## src/rtl/asnm_pkg.sv

```systemverilog
`default_nettype none
package asnm_pkg;

    typedef enum logic [3:0] {
        S_IDLE,
        S_SUM,
        S_DIV_TND,
        S_WAIT_TND,
        S_DIV_P,
        S_WAIT_P,
        S_HP1,
        S_HP1_W,
        S_HP2,
        S_HP2_W,
        S_LP,
        S_LP_W,
        S_RES,
        S_OUT
    } t_state;

    typedef enum logic [1:0] {
        MUL_IDLE,
        MUL_LO,
        MUL_HI
    } t_mul_step;

    // register map, index = byte address / 4
    localparam logic REG_MUTE_MASK = 1'b0;

    localparam int MUTE_P1  = 0;
    localparam int MUTE_P2  = 1;
    localparam int MUTE_TRI = 2;
    localparam int MUTE_NOI = 3;
    localparam int MUTE_DLT = 4;

    localparam int NUM_W  = 50;
    localparam int DEN_W  = 52;
    localparam int NSUM_W = 35;
    localparam int COEF_W = 27;
    localparam int OUT_W  = 24;

    // tnd weights over common denominator 8227*12241*22638
    localparam logic [28:0] MUL_T = 29'(12241 * 22638);
    localparam logic [28:0] MUL_N = 29'(8227 * 22638);
    localparam logic [28:0] MUL_D = 29'(8227 * 12241);

    // divisors are pre-scaled by 4 for the divider
    localparam logic [15:0] NUM_TND_K    = 16'd31958;
    localparam logic [DEN_W-1:0] DEN_TND_BASE =
        DEN_W'(64'd400 * 64'd8227 * 64'd12241 * 64'd22638);
    localparam logic [15:0] NUM_P_K      = 16'd19176;
    localparam logic [DEN_W-1:0] DEN_P_BASE = DEN_W'(64'd400 * 64'd16256);
    localparam logic [15:0] DEN_SUM_K    = 16'd40000;

    localparam logic [COEF_W-1:0] C_HP1 = 27'd133680857;
    localparam logic [COEF_W-1:0] C_HP2 = 27'd132875551;
    localparam logic [COEF_W-1:0] C_LP  = 27'd120661737;

endpackage
`default_nettype wire

```

## src/rtl/asnm_div.sv

```systemverilog
`default_nettype none
// restoring divider: o_quot = round(num * 2^(QBITS-3) / (den4/4)), half up
module asnm_div #(
    parameter int QBITS = 30
) (
    input  wire logic                          i_clk,
    input  wire logic                          i_rst_n,
    input  wire logic                          i_start,
    input  wire logic [asnm_pkg::NUM_W-1:0]    i_num,
    input  wire logic [asnm_pkg::DEN_W-1:0]    i_den4,
    output logic                               o_done,
    output logic [QBITS-2:0]                   o_quot
);
    localparam int CW = $clog2(QBITS + 1);

    logic [asnm_pkg::DEN_W-1:0] r_rem, n_rem;
    logic [asnm_pkg::DEN_W-1:0] r_den;
    logic [QBITS-1:0]           r_q, n_q;
    logic [CW-1:0]              r_cnt;
    logic                       r_busy;
    logic                       r_done;
    logic [asnm_pkg::DEN_W-1:0] w_shl;
    logic [QBITS:0]             w_rnd;

    always_comb begin
        w_shl = {r_rem[asnm_pkg::DEN_W-2:0], 1'b0};
        if (w_shl >= r_den) begin
            n_rem = w_shl - r_den;
            n_q   = {r_q[QBITS-2:0], 1'b1};
        end else begin
            n_rem = w_shl;
            n_q   = {r_q[QBITS-2:0], 1'b0};
        end
    end

    always_ff @(posedge i_clk) begin
        if (!i_rst_n) begin
            r_busy <= 1'b0;
            r_done <= 1'b0;
            r_cnt  <= '0;
        end else begin
            r_done <= 1'b0;
            if (i_start) begin
                r_busy <= 1'b1;
                r_cnt  <= CW'(QBITS);
            end else if (r_busy) begin
                r_cnt <= r_cnt - CW'(1);
                if (r_cnt == CW'(1)) begin
                    r_busy <= 1'b0;
                    r_done <= 1'b1;
                end
            end
        end
    end

    always_ff @(posedge i_clk) begin
        if (i_start) begin
            r_rem <= {{(asnm_pkg::DEN_W - asnm_pkg::NUM_W){1'b0}}, i_num};
            r_den <= i_den4;
            r_q   <= '0;
        end else if (r_busy) begin
            r_rem <= n_rem;
            r_q   <= n_q;
        end
    end

    assign w_rnd  = {1'b0, r_q} + (QBITS+1)'(1);
    assign o_quot = w_rnd[QBITS-1:1];
    assign o_done = r_done;
endmodule
`default_nettype wire

```

## config.mk

```make
export PLATFORM = sky130hd
export DESIGN_NAME = asnm_div
export DESIGN_NICKNAME = d
export VERILOG_FILES = /design/src/rtl/asnm_pkg.sv /design/src/rtl/asnm_div.sv
export SDC_FILE = /design/constraint.sdc
export NUM_CORES = 1
export LEC_CHECK = 0
export BUFFER_PORTS_ARGS = -buffer_cell sky130_fd_sc_hd__buf_2
export CORE_ASPECT_RATIO = 1.75
export CORE_MARGIN = 4
export CORE_UTILIZATION = 50
export CTS_CLUSTER_DIAMETER = 150
export DETAILED_ROUTE_END_ITERATION = 10
export PLACE_DENSITY = 0.73
export SLEW_MARGIN = 20
export SYNTH_ARGS = -nofsm -noshare
export SYNTH_HDL_FRONTEND = slang
export SYNTH_SLANG_ARGS = --single-unit
```

## constraint.sdc

```tcl
create_clock -name i_clk -period 3.13 [get_ports i_clk]
set_input_delay 0.313 -clock i_clk [delete_from_list [all_inputs] [get_ports i_clk]]
set_output_delay 0.313 -clock i_clk [all_outputs]
set_load 0.05 [all_outputs]
```

==> summary.md <==
| Metric | Value |
|---|---|
| Met3 Use GR | 5.176% |
| Post-synthesis cell area | 9499 um^2 |
| Crit-path max cell delay | 470 ps |
| Initial antenna violation count | 2 |
| H-tree depth | 4 |
| Hold WC Path Type | primary input to register |
| Final hold vios | 0 |
| EDFF count, synth | 102 |
| Top_reg_cell synth | edfxtp_1 |
| GR peak layer | met2 |
| HPWL after DPL | 18730 um |
| Maximum clock rate | 306.9 MHz |
| Post-route minimum period | 3258 ps |
| Cell Pwr Density | 665.3 nW/um^2 |
| Num rows | 66 |
| CP max-delay cell | edfxtp_1 |
| Via count | 8350 |
| Die ar. | 21350 um^2 |
| Syn avg cell area | 9.743 um^2 |
| Delay-heaviest family, CP | simple AND/OR/NAND/NOR gates |
| Final setup viols | 27 |
| Starting density of the core | 50.90% |
| Antenna Cells | 0 |
| Number of global-route vias before repair | 8524 |
| Area contributors post-synth | edfxtp_1 32%, dfxtp_1 8.0%, ha_1 7.2% |
| Area Overhead vs Synth | 32.36% |
| Clk_lat worst skew | 440 ps |
| HP Start | i_den4[47] |
| Largest net degree at the start of global routing | 91 |
| WHS | 49.75 ps |
| Lkg Pwr | 0.005506 uW |
| Slew HR | 61.94% |
| Final Total Pwr | 8364 uW |
| CTS tree | done |
| Cell Count, Final, Fillers Out | 1451 |
| Most common cell in the netlist | edfxtp_1 |
| Via density | 5.755 |
| Post-synth top area share | 32.24% |
| Cell taking the most area after synthesis | edfxtp_1 |
| Global-route wire length before repair | 40490 um |
| Routability cong. | 0.9061 |
| Top post-synthesis cells by count | 102 x edfxtp_1, 73 x nand2_1, 72 x a21oi_1 |
| Crit Reg-Reg Startpoint | r_rem[43] |
| Worst setup path startpoint | r_rem[43] |
| Cell Chain, Critical Path | ha_4, and4_4, nand3_4, or3_4, nor4_4, a311o_2, a21oi_4, nand2_4, clkbuf_16, mux2_4, mux2_2 |
| Clk slew on worst S/H paths | 70 ps |
| Global route overflow | 0 |
| Net Count, Synth | 1136 |
| Period Utilization, post-route | 104.1% |
| Final ANT Viol Nets | 0 |
| Area of the core | 18660 um^2 |
| Max Slew Vio Count | 0 |
| Post-synthesis cell count | 975 |
| Synthesis Warnings | 0 |
| Synthesized flop and latch total | 140 |
| GRT Overall Usage | 23.33% |
| Die Wd | 112.2 um |
| Critical path data arrival time | 3440 ps |
| Drt drc | 0 |
| Share of layout cells above drive strength 1 | 35.04% |
| Failing checks | negative setup slack |
| Placed cells | 1395 |
| Clock sinks | 140 |
| TNS Setup | -2110 ps |
| Critical Path Start Type | register |
| Element type at the critical path end | register |
| Worst vdd rail ir drop | 0.3965 mV |
| Max-cap violations | 0 |
| Cts bufs inserted | 17 |
| Global routing usage on met1 | 24.60% |
| # port buffers | 134 |
| Post-synth ARST share | 0% |
| Req. time, crit path | 3310 ps |
| Sequential area share after synthesis | 40.25% |
| Status | finished with violations |
| I/O pin cnt | 135 |
| Root Driver | clkbuf_16 |
| DR iter-0 viols | 644 |
| Worst-Margin Slew | 566.5 ps |
| Routed WL | 26410 um |
| Crit path max fanout | 8 |
| 1st-pass router iterations | 5 |
| Unique masters post-synth | 73 |
| Routing usage on met2 | 43.59% |
| # nets final | 1361 |
| Buf/Inv on CP | 1 |
| Setup WS post-layout | -128.3 ps |
| Die H | 190.3 um |
| Clock skew | 11.04 ps |
| CTS Hold Bufs | 0 |
| RSZ-0062 raised after global routing | true |
| Critical path type | register to register |
| Clock Tree Buf Depth | 2 |
| DR WL/cell | 18.20 um |
power by group:
group	internal [uW]	switching, uW	leakage, uW	total, uW
Sequential	2260	146	0.00132	2410
Combinational	1930	1900	0.00388	3830
Clock	1300	830	0.000306	2130
Total	5490	2870	0.00551	8360
cell usage in the layout, fill, tap and decap left out, drive strengths merged, types with 13 or more instances in the layout:
master | netlist | routed
buf | 18 | 249
edfxtp | 102 | 102
nand2 | 74 | 74
a21oi | 74 | 74
inv | 64 | 69
nor2 | 66 | 67
ha | 55 | 55
xnor2 | 46 | 46
mux2 | 44 | 44
dfxtp | 38 | 38
o21ai | 33 | 33
mux2i | 31 | 31
a21o | 29 | 29
nand3 | 29 | 29
xor2 | 26 | 26
clkbuf | 30 | 25
and3 | 21 | 21
nor2b | 18 | 18
nor3 | 18 | 18
nor3b | 13 | 13
area by class of cell:
class / count / area [um^2]
tap: 238 / 297.8
fill: 1487 / 6090
clock inverter: 11 / 126.4
timing repair buffer: 253 / 1769
multi-input combinational: 724 / 5819
inverter: 64 / 240.2
clock buffer: 21 / 493.0
sequential: 140 / 3827
final timing paths:
path                                  end  slack, ps  cells past startpoint
worst min-delay path            r_den[47]         50                      1
worst max register to register   r_rem[6]       -130                     11
worst max-delay path             r_rem[6]       -130                     11
worst min register to register  r_rem[50]        540                      2
worst reg2reg max path, delay by kind of cell (launching register included):
kind                       cells  cell delay, ps
and+or+nand+nor                5            1180
muxes                          2             570
DFF                            1             470
adders and majority gates      1             310
AOI/OAI and AO/OA              2             280
buffers and inverters          1             200
state kept, by name, summed over array words and instances (netlist names):
register,count
r_cnt,5
r_q,30
r_busy,1
r_den,52
o_done,1
r_rem,51
through the flow:
step / setup slack [ps] / utilization [%] / cell area (um^2)
2_1_floorplan: 21.86 / - / 9499
3_3_place_gp: -195.9 / 59.14 / 11040
3_5_place_dp: -160.4 / 59.14 / 11040
4_1_cts: -69.90 / 63.40 / 11830
5_1_grt: -182.5 / 67.37 / 12570
6_report: -128.3 / 67.37 / 12570
cell families (layout without fill, tap and decap cells):
| kind of cell | Yosys count | after routing | synth area share, % |
|---|---|---|---|
| and+or+nand+nor | 292 | 293 | 15.82 |
| DFF | 140 | 140 | 40.25 |
| muxes | 75 | 75 | 8.483 |
| buffers and inverters | 112 | 349 | 4.979 |
| AOI/OAI and AO/OA | 228 | 228 | 16.37 |
| adders and majority gates | 56 | 56 | 7.455 |
| xor gates and xnor gates | 72 | 72 | 6.639 |
layer usage:
metal	wire, um	part of all wire (%)
met1	9867	37
met2	14220	54
met3	1307	4.9
met4	992	3.8
met5	21	0.080
repair_timing:
action,CTS,global route
setup endpoints to repair,45,55
gates cloned,0,5
gates resized for setup,25,112
pin swaps,6,39
buffers inserted,8,12
No activity file was read; power rests on OpenSTA's default activity.
