==> config.mk <==
export PLATFORM = sky130hd
export DESIGN_NAME = asnm_cmul
export DESIGN_NICKNAME = d
export VERILOG_FILES = /design/src/rtl/asnm_pkg.sv /design/src/rtl/asnm_cmul.sv
export SDC_FILE = /design/constraint.sdc
export NUM_CORES = 2
export LEC_CHECK = 0
export BUFFER_PORTS_ARGS = -buffer_cell sky130_fd_sc_hd__buf_4
export CAP_MARGIN = 10
export CORE_UTILIZATION = 60
export DETAILED_ROUTE_END_ITERATION = 12
export GPL_ROUTABILITY_DRIVEN = 0
export PLACE_DENSITY = 0.8
export SKIP_LAST_GASP = 1
export SYNTH_ARGS = -nofsm -noshare
export SYNTH_HDL_FRONTEND = slang
export SYNTH_SLANG_ARGS = --single-unit
==> constraint.sdc <==
create_clock -name i_clk -period 6.6 [get_ports i_clk]
set_clock_uncertainty 0.1 [all_clocks]
set_input_delay 1.98 -clock i_clk [delete_from_list [all_inputs] [get_ports i_clk]]
set_output_delay 1.98 -clock i_clk [all_outputs]
set_load 0.005 [all_outputs]
==> src/rtl/asnm_pkg.sv <==
`default_nettype none
package asnm_pkg;

    typedef enum logic [3:0] {
        S_IDLE,
        S_SUM,
        S_DIV_TND,
        S_WAIT_TND,
        S_DIV_P,
        S_WAIT_P,
        S_HP1,
        S_HP1_W,
        S_HP2,
        S_HP2_W,
        S_LP,
        S_LP_W,
        S_RES,
        S_OUT
    } t_state;

    typedef enum logic [1:0] {
        MUL_IDLE,
        MUL_LO,
        MUL_HI
    } t_mul_step;

    // register map, index = byte address / 4
    localparam logic REG_MUTE_MASK = 1'b0;

    localparam int MUTE_P1  = 0;
    localparam int MUTE_P2  = 1;
    localparam int MUTE_TRI = 2;
    localparam int MUTE_NOI = 3;
    localparam int MUTE_DLT = 4;

    localparam int NUM_W  = 50;
    localparam int DEN_W  = 52;
    localparam int NSUM_W = 35;
    localparam int COEF_W = 27;
    localparam int OUT_W  = 24;

    // tnd weights over common denominator 8227*12241*22638
    localparam logic [28:0] MUL_T = 29'(12241 * 22638);
    localparam logic [28:0] MUL_N = 29'(8227 * 22638);
    localparam logic [28:0] MUL_D = 29'(8227 * 12241);

    // divisors are pre-scaled by 4 for the divider
    localparam logic [15:0] NUM_TND_K    = 16'd31958;
    localparam logic [DEN_W-1:0] DEN_TND_BASE =
        DEN_W'(64'd400 * 64'd8227 * 64'd12241 * 64'd22638);
    localparam logic [15:0] NUM_P_K      = 16'd19176;
    localparam logic [DEN_W-1:0] DEN_P_BASE = DEN_W'(64'd400 * 64'd16256);
    localparam logic [15:0] DEN_SUM_K    = 16'd40000;

    localparam logic [COEF_W-1:0] C_HP1 = 27'd133680857;
    localparam logic [COEF_W-1:0] C_HP2 = 27'd132875551;
    localparam logic [COEF_W-1:0] C_LP  = 27'd120661737;

endpackage
`default_nettype wire

==> src/rtl/asnm_cmul.sv <==
`default_nettype none
// signed operand times Q0.27 coefficient, magnitude rounded half up,
// two partial products, low half first, then high half
module asnm_cmul #(
    parameter int AW = 34
) (
    input  wire logic                            i_clk,
    input  wire logic                            i_rst_n,
    input  wire logic                            i_start,
    input  wire logic signed [AW-1:0]            i_a,
    input  wire logic [asnm_pkg::COEF_W-1:0]     i_coef,
    output logic                                 o_done,
    output logic signed [AW:0]                   o_prod
);
    localparam int CW  = asnm_pkg::COEF_W;
    localparam int LOW = 25;
    localparam int HW  = AW - LOW;
    localparam int PW  = AW + CW;

    asnm_pkg::t_mul_step r_step, n_step;
    logic [AW-1:0]   r_mag;
    logic            r_neg;
    logic [CW-1:0]   r_coef;
    logic [PW-1:0]   r_acc;
    logic            r_done;
    logic [LOW+CW-1:0] w_lo;
    logic [HW+CW-1:0]  w_hi;
    logic [PW:0]       w_sum;
    logic [AW:0]       w_mag_p;

    assign w_lo = r_mag[LOW-1:0] * r_coef;
    assign w_hi = r_mag[AW-1:LOW] * r_coef;

    always_comb begin
        n_step = r_step;
        unique case (r_step)
            asnm_pkg::MUL_IDLE: if (i_start) n_step = asnm_pkg::MUL_LO;
            asnm_pkg::MUL_LO:   n_step = asnm_pkg::MUL_HI;
            asnm_pkg::MUL_HI:   n_step = asnm_pkg::MUL_IDLE;
            default:            n_step = asnm_pkg::MUL_IDLE;
        endcase
    end

    always_ff @(posedge i_clk) begin
        if (!i_rst_n) begin
            r_step <= asnm_pkg::MUL_IDLE;
            r_done <= 1'b0;
        end else begin
            r_step <= n_step;
            r_done <= (r_step == asnm_pkg::MUL_HI);
        end
    end

    always_ff @(posedge i_clk) begin
        if (r_step == asnm_pkg::MUL_IDLE && i_start) begin
            r_neg  <= i_a[AW-1];
            r_mag  <= i_a[AW-1] ? AW'(-i_a) : AW'(i_a);
            r_coef <= i_coef;
        end
        if (r_step == asnm_pkg::MUL_LO) begin
            r_acc <= PW'(w_lo);
        end else if (r_step == asnm_pkg::MUL_HI) begin
            r_acc <= r_acc + (PW'(w_hi) << LOW);
        end
    end

    assign w_sum   = {1'b0, r_acc} + ((PW+1)'(1) << (CW - 1));
    assign w_mag_p = w_sum[PW:CW];
    assign o_prod  = r_neg ? -signed'(w_mag_p) : signed'(w_mag_p);
    assign o_done  = r_done;
endmodule
`default_nettype wire

==> out/metrics.yaml <==
status:
  status: "complete, but fails checks"
  violations: "negative setup slack"
synth:
  ys_ff_latch: 101
  synth_area_mm2: 0.0368
  synth_top_area_share_pct: 40.7
  yosys_warnings: 0
  synth_top_cell_by_area: "fa_1"
  async_flop_share_pct: 0
  seq_area_frac_synth_pct: 7.92
  syn_area_per_cell_um2: 8.85
  synth-main-ff-cell: "edfxtp_1"
  synthesis.nets: 5250
  synth_edf_count: 89
  synth_area_leaders: "fa_1, ha_1, inv_1"
  ys_types: 85
  syn_inst: 4155
floorplanning:
  core_area_mm2: 0.0605
  die_area_mm2: 0.0623
  die_width_um: 250
  ios: 100
  initial_utilization_pct: 60.8
  rows: 90
  die_h_um: 250
route:
  ant_nets: 0
  drt_iter0_markers: 3134
  vias: 31873
  drt-wirelength-per-cell_um: 20.7
  drc_errors: 0
  drt_wl_total_um: 112000
  drt_first_pass_iters: 8
  via_per_inst: 5.88
grt:
  grt_pass1_vias: 34043
  busiest_layer: "met2"
  grt_max_degree: 55
  grt_use_met1_pct: 43.7
  overflow: 0
  use_met2_pct: 59.3
  grt_usage_pct: 35.9
  use_met3_pct: 7.19
  grt_pass1_wl_um: 175000
  antenna_found_initial: 2
worst_setup_path:
  critPathCaptureType: "flop"
  crit_arrival_ns: 7.71
  critPathTopFamily: "adder cells"
  cp.required_ns: 6.65
  max_stage_delay_ns: 0.56
  crit_slowest_cell: "fa_1"
  cpMostUsedCell: "fa_1"
  start_kind: "flop"
  path_buf_inv: 11
  crit_type: "reg -> reg"
  path_max_fanout: 6
clocking:
  numClockSinks: 101
  clock_path_buffers: 2
  cts_made_buffers: 9
  root_buffer: "clkbuf_16"
  clk_pin_slew_ns: 0.12
  tritoncts: "done"
  h-tree-depth: 3
  worstSkewPairLatency_ns: 0.44
cells_and_area:
  syn2layout_area_growth_pct: 20.7
  fillers: 3830
  final_core_util_pct: 73.4
  layout-drive-gt1-share_pct: 20.9
  final_nets: 5728
  multi_input_area_mm2: 0.0312
  regArea_mm2: 0.00291
flow_run:
  cap_violations: 0
timing:
  slew_viol_final: 0
  min_period_ns: 7.66
  fmax_mhz: 131
  setup-violations-final: 36
  worst_pin_slew_ns: 0.902
  fin_crit_sh_pct: 116
  slew_headroom_pct: 39.9
  layout_setup_ws_ns: -1.06
  hold_viol: 0
  grt_setup_unrepaired: "true"
worst_hold_path:
  worstHoldPathType: "reg -> reg"
place:
  dp_hpwl_um: 83500
  io_buffers: 99
  place_ws_ns: -1.01
[flip-flops by register name (all words and copies together), names as in the netlist]
register / flops
o_done: 1
r_step: 2
r_coef: 27
r_neg: 1
r_acc: 36
r_mag: 34
[through the flow]
step	TNS (ns)	std cells	area, um^2	hold WS [ns]
after floorplan	-1.48	4155	37200	0.378
after global placement	-17.01	5315	41900	0.405
after detailed placement	-22.26	5315	41900	0.423
after CTS	-15.45	5384	43400	0.436
after global routing	-30.84	5420	44400	0.490
final	-25.90	5422	44400	0.463
[cell families (layout without fill, tap and decap cells)]
group / count (synthesis) / after routing / share of synthesized area (%)
AOI/OAI and AO/OA: 426 / 426 / 7.55
other: 0 / 2 / 0
and+or+nand+nor: 1329 / 1329 / 18.6
muxes: 10 / 10 / 0.283
buffers and inverters: 1081 / 1564 / 11.1
adders and majority gates: 1031 / 1031 / 50.4
xor gates and xnor gates: 177 / 177 / 4.22
DFF: 101 / 101 / 7.92
[layout make-up]
| class | count | area share (%) |
|---|---|---|
| flip-flops and latches | 101 | 6.56 |
| clock inverters | 6 | 0.130 |
| diodes | 2 | 0.0113 |
| inverters | 884 | 7.48 |
| repair buffers | 664 | 12.7 |
| clock buffers | 10 | 0.564 |
| well taps | 782 | 2.20 |
| multi-input cells | 2973 | 70.3 |
[cell usage in the layout (no fill, tap or decap), types with 14 or more instances in the layout]
cell type | synthesis | layout
fa_2 | 0 | 21
inv_2 | 0 | 29
o21ai_1 | 6 | 18
ha_4 | 0 | 27
o211ai_1 | 14 | 14
buf_6 | 1 | 57
ha_1 | 283 | 252
nand3_1 | 38 | 34
nand2_1 | 566 | 549
nor3_1 | 27 | 22
buf_4 | 0 | 571
edfxtp_1 | 89 | 89
inv_1 | 884 | 855
o21ai_0 | 80 | 53
xor2_1 | 49 | 43
and2_1 | 491 | 470
xnor2_1 | 128 | 115
and3_1 | 19 | 16
nand4_1 | 34 | 34
a21oi_2 | 0 | 39
nor2_1 | 63 | 57
fa_1 | 748 | 727
buf_12 | 0 | 31
o31ai_1 | 24 | 19
a21oi_1 | 123 | 77
a21o_1 | 66 | 66
o21a_1 | 15 | 14
and2_4 | 0 | 21
[what timing repair did]
action / in CTS / in global routing
resized for setup: 193 / 164
setup endpoints to repair: 36 / 36
cloned: 2 / 1
buffers inserted: 55 / 40
hold buffers: 0 / 0
pin swaps: 144 / 149
[cells in the mapped netlist, drive strengths merged (16+ instances only)]
cell,n
inv,884
fa,748
nand2,566
and2,492
ha,283
clkbuf,188
xnor2,128
a21oi,123
edfxtp,89
o21ai,86
a21o,66
nor2,66
xor2,49
nand3,40
nand4,35
nor3,29
o31ai,25
and3,19
nor2b,16
[worst paths after layout]
kind | from | to | slack, ns | cells after the start
setup / recovery | r_coef[5]$_DFFE_PP_ | r_acc[50]$_DFFE_PP_ | -1.06 | 28
hold / removal | r_acc[54]$_SDFFE_PP0P_ | r_acc[54]$_SDFFE_PP0P_ | 0.46 | 2
setup reg to reg | r_coef[5]$_DFFE_PP_ | r_acc[50]$_DFFE_PP_ | -1.06 | 28
hold reg to reg | r_acc[54]$_SDFFE_PP0P_ | r_acc[54]$_SDFFE_PP0P_ | 0.46 | 2
[worst reg2reg max path: cells and delay by family, from the launching register on]
| family | cells | cell delay, ns |
|---|---|---|
| DFF | 1 | 0.49 |
| and+or+nand+nor | 1 | 0.14 |
| AOI/OAI and AO/OA | 8 | 1.35 |
| adders and majority gates | 8 | 3.84 |
| buffers and inverters | 11 | 1.46 |
[layer usage]
metal	share of wire [%]	vias up
li1	-	13620
met1	35	15761
met2	47	1917
met3	10	573
met4	6.9	2
met5	0.015	-
Power is left out: the tool's default activity adds up to more than one toggle a clock period on the data nets, which glitch-free logic cannot reach.
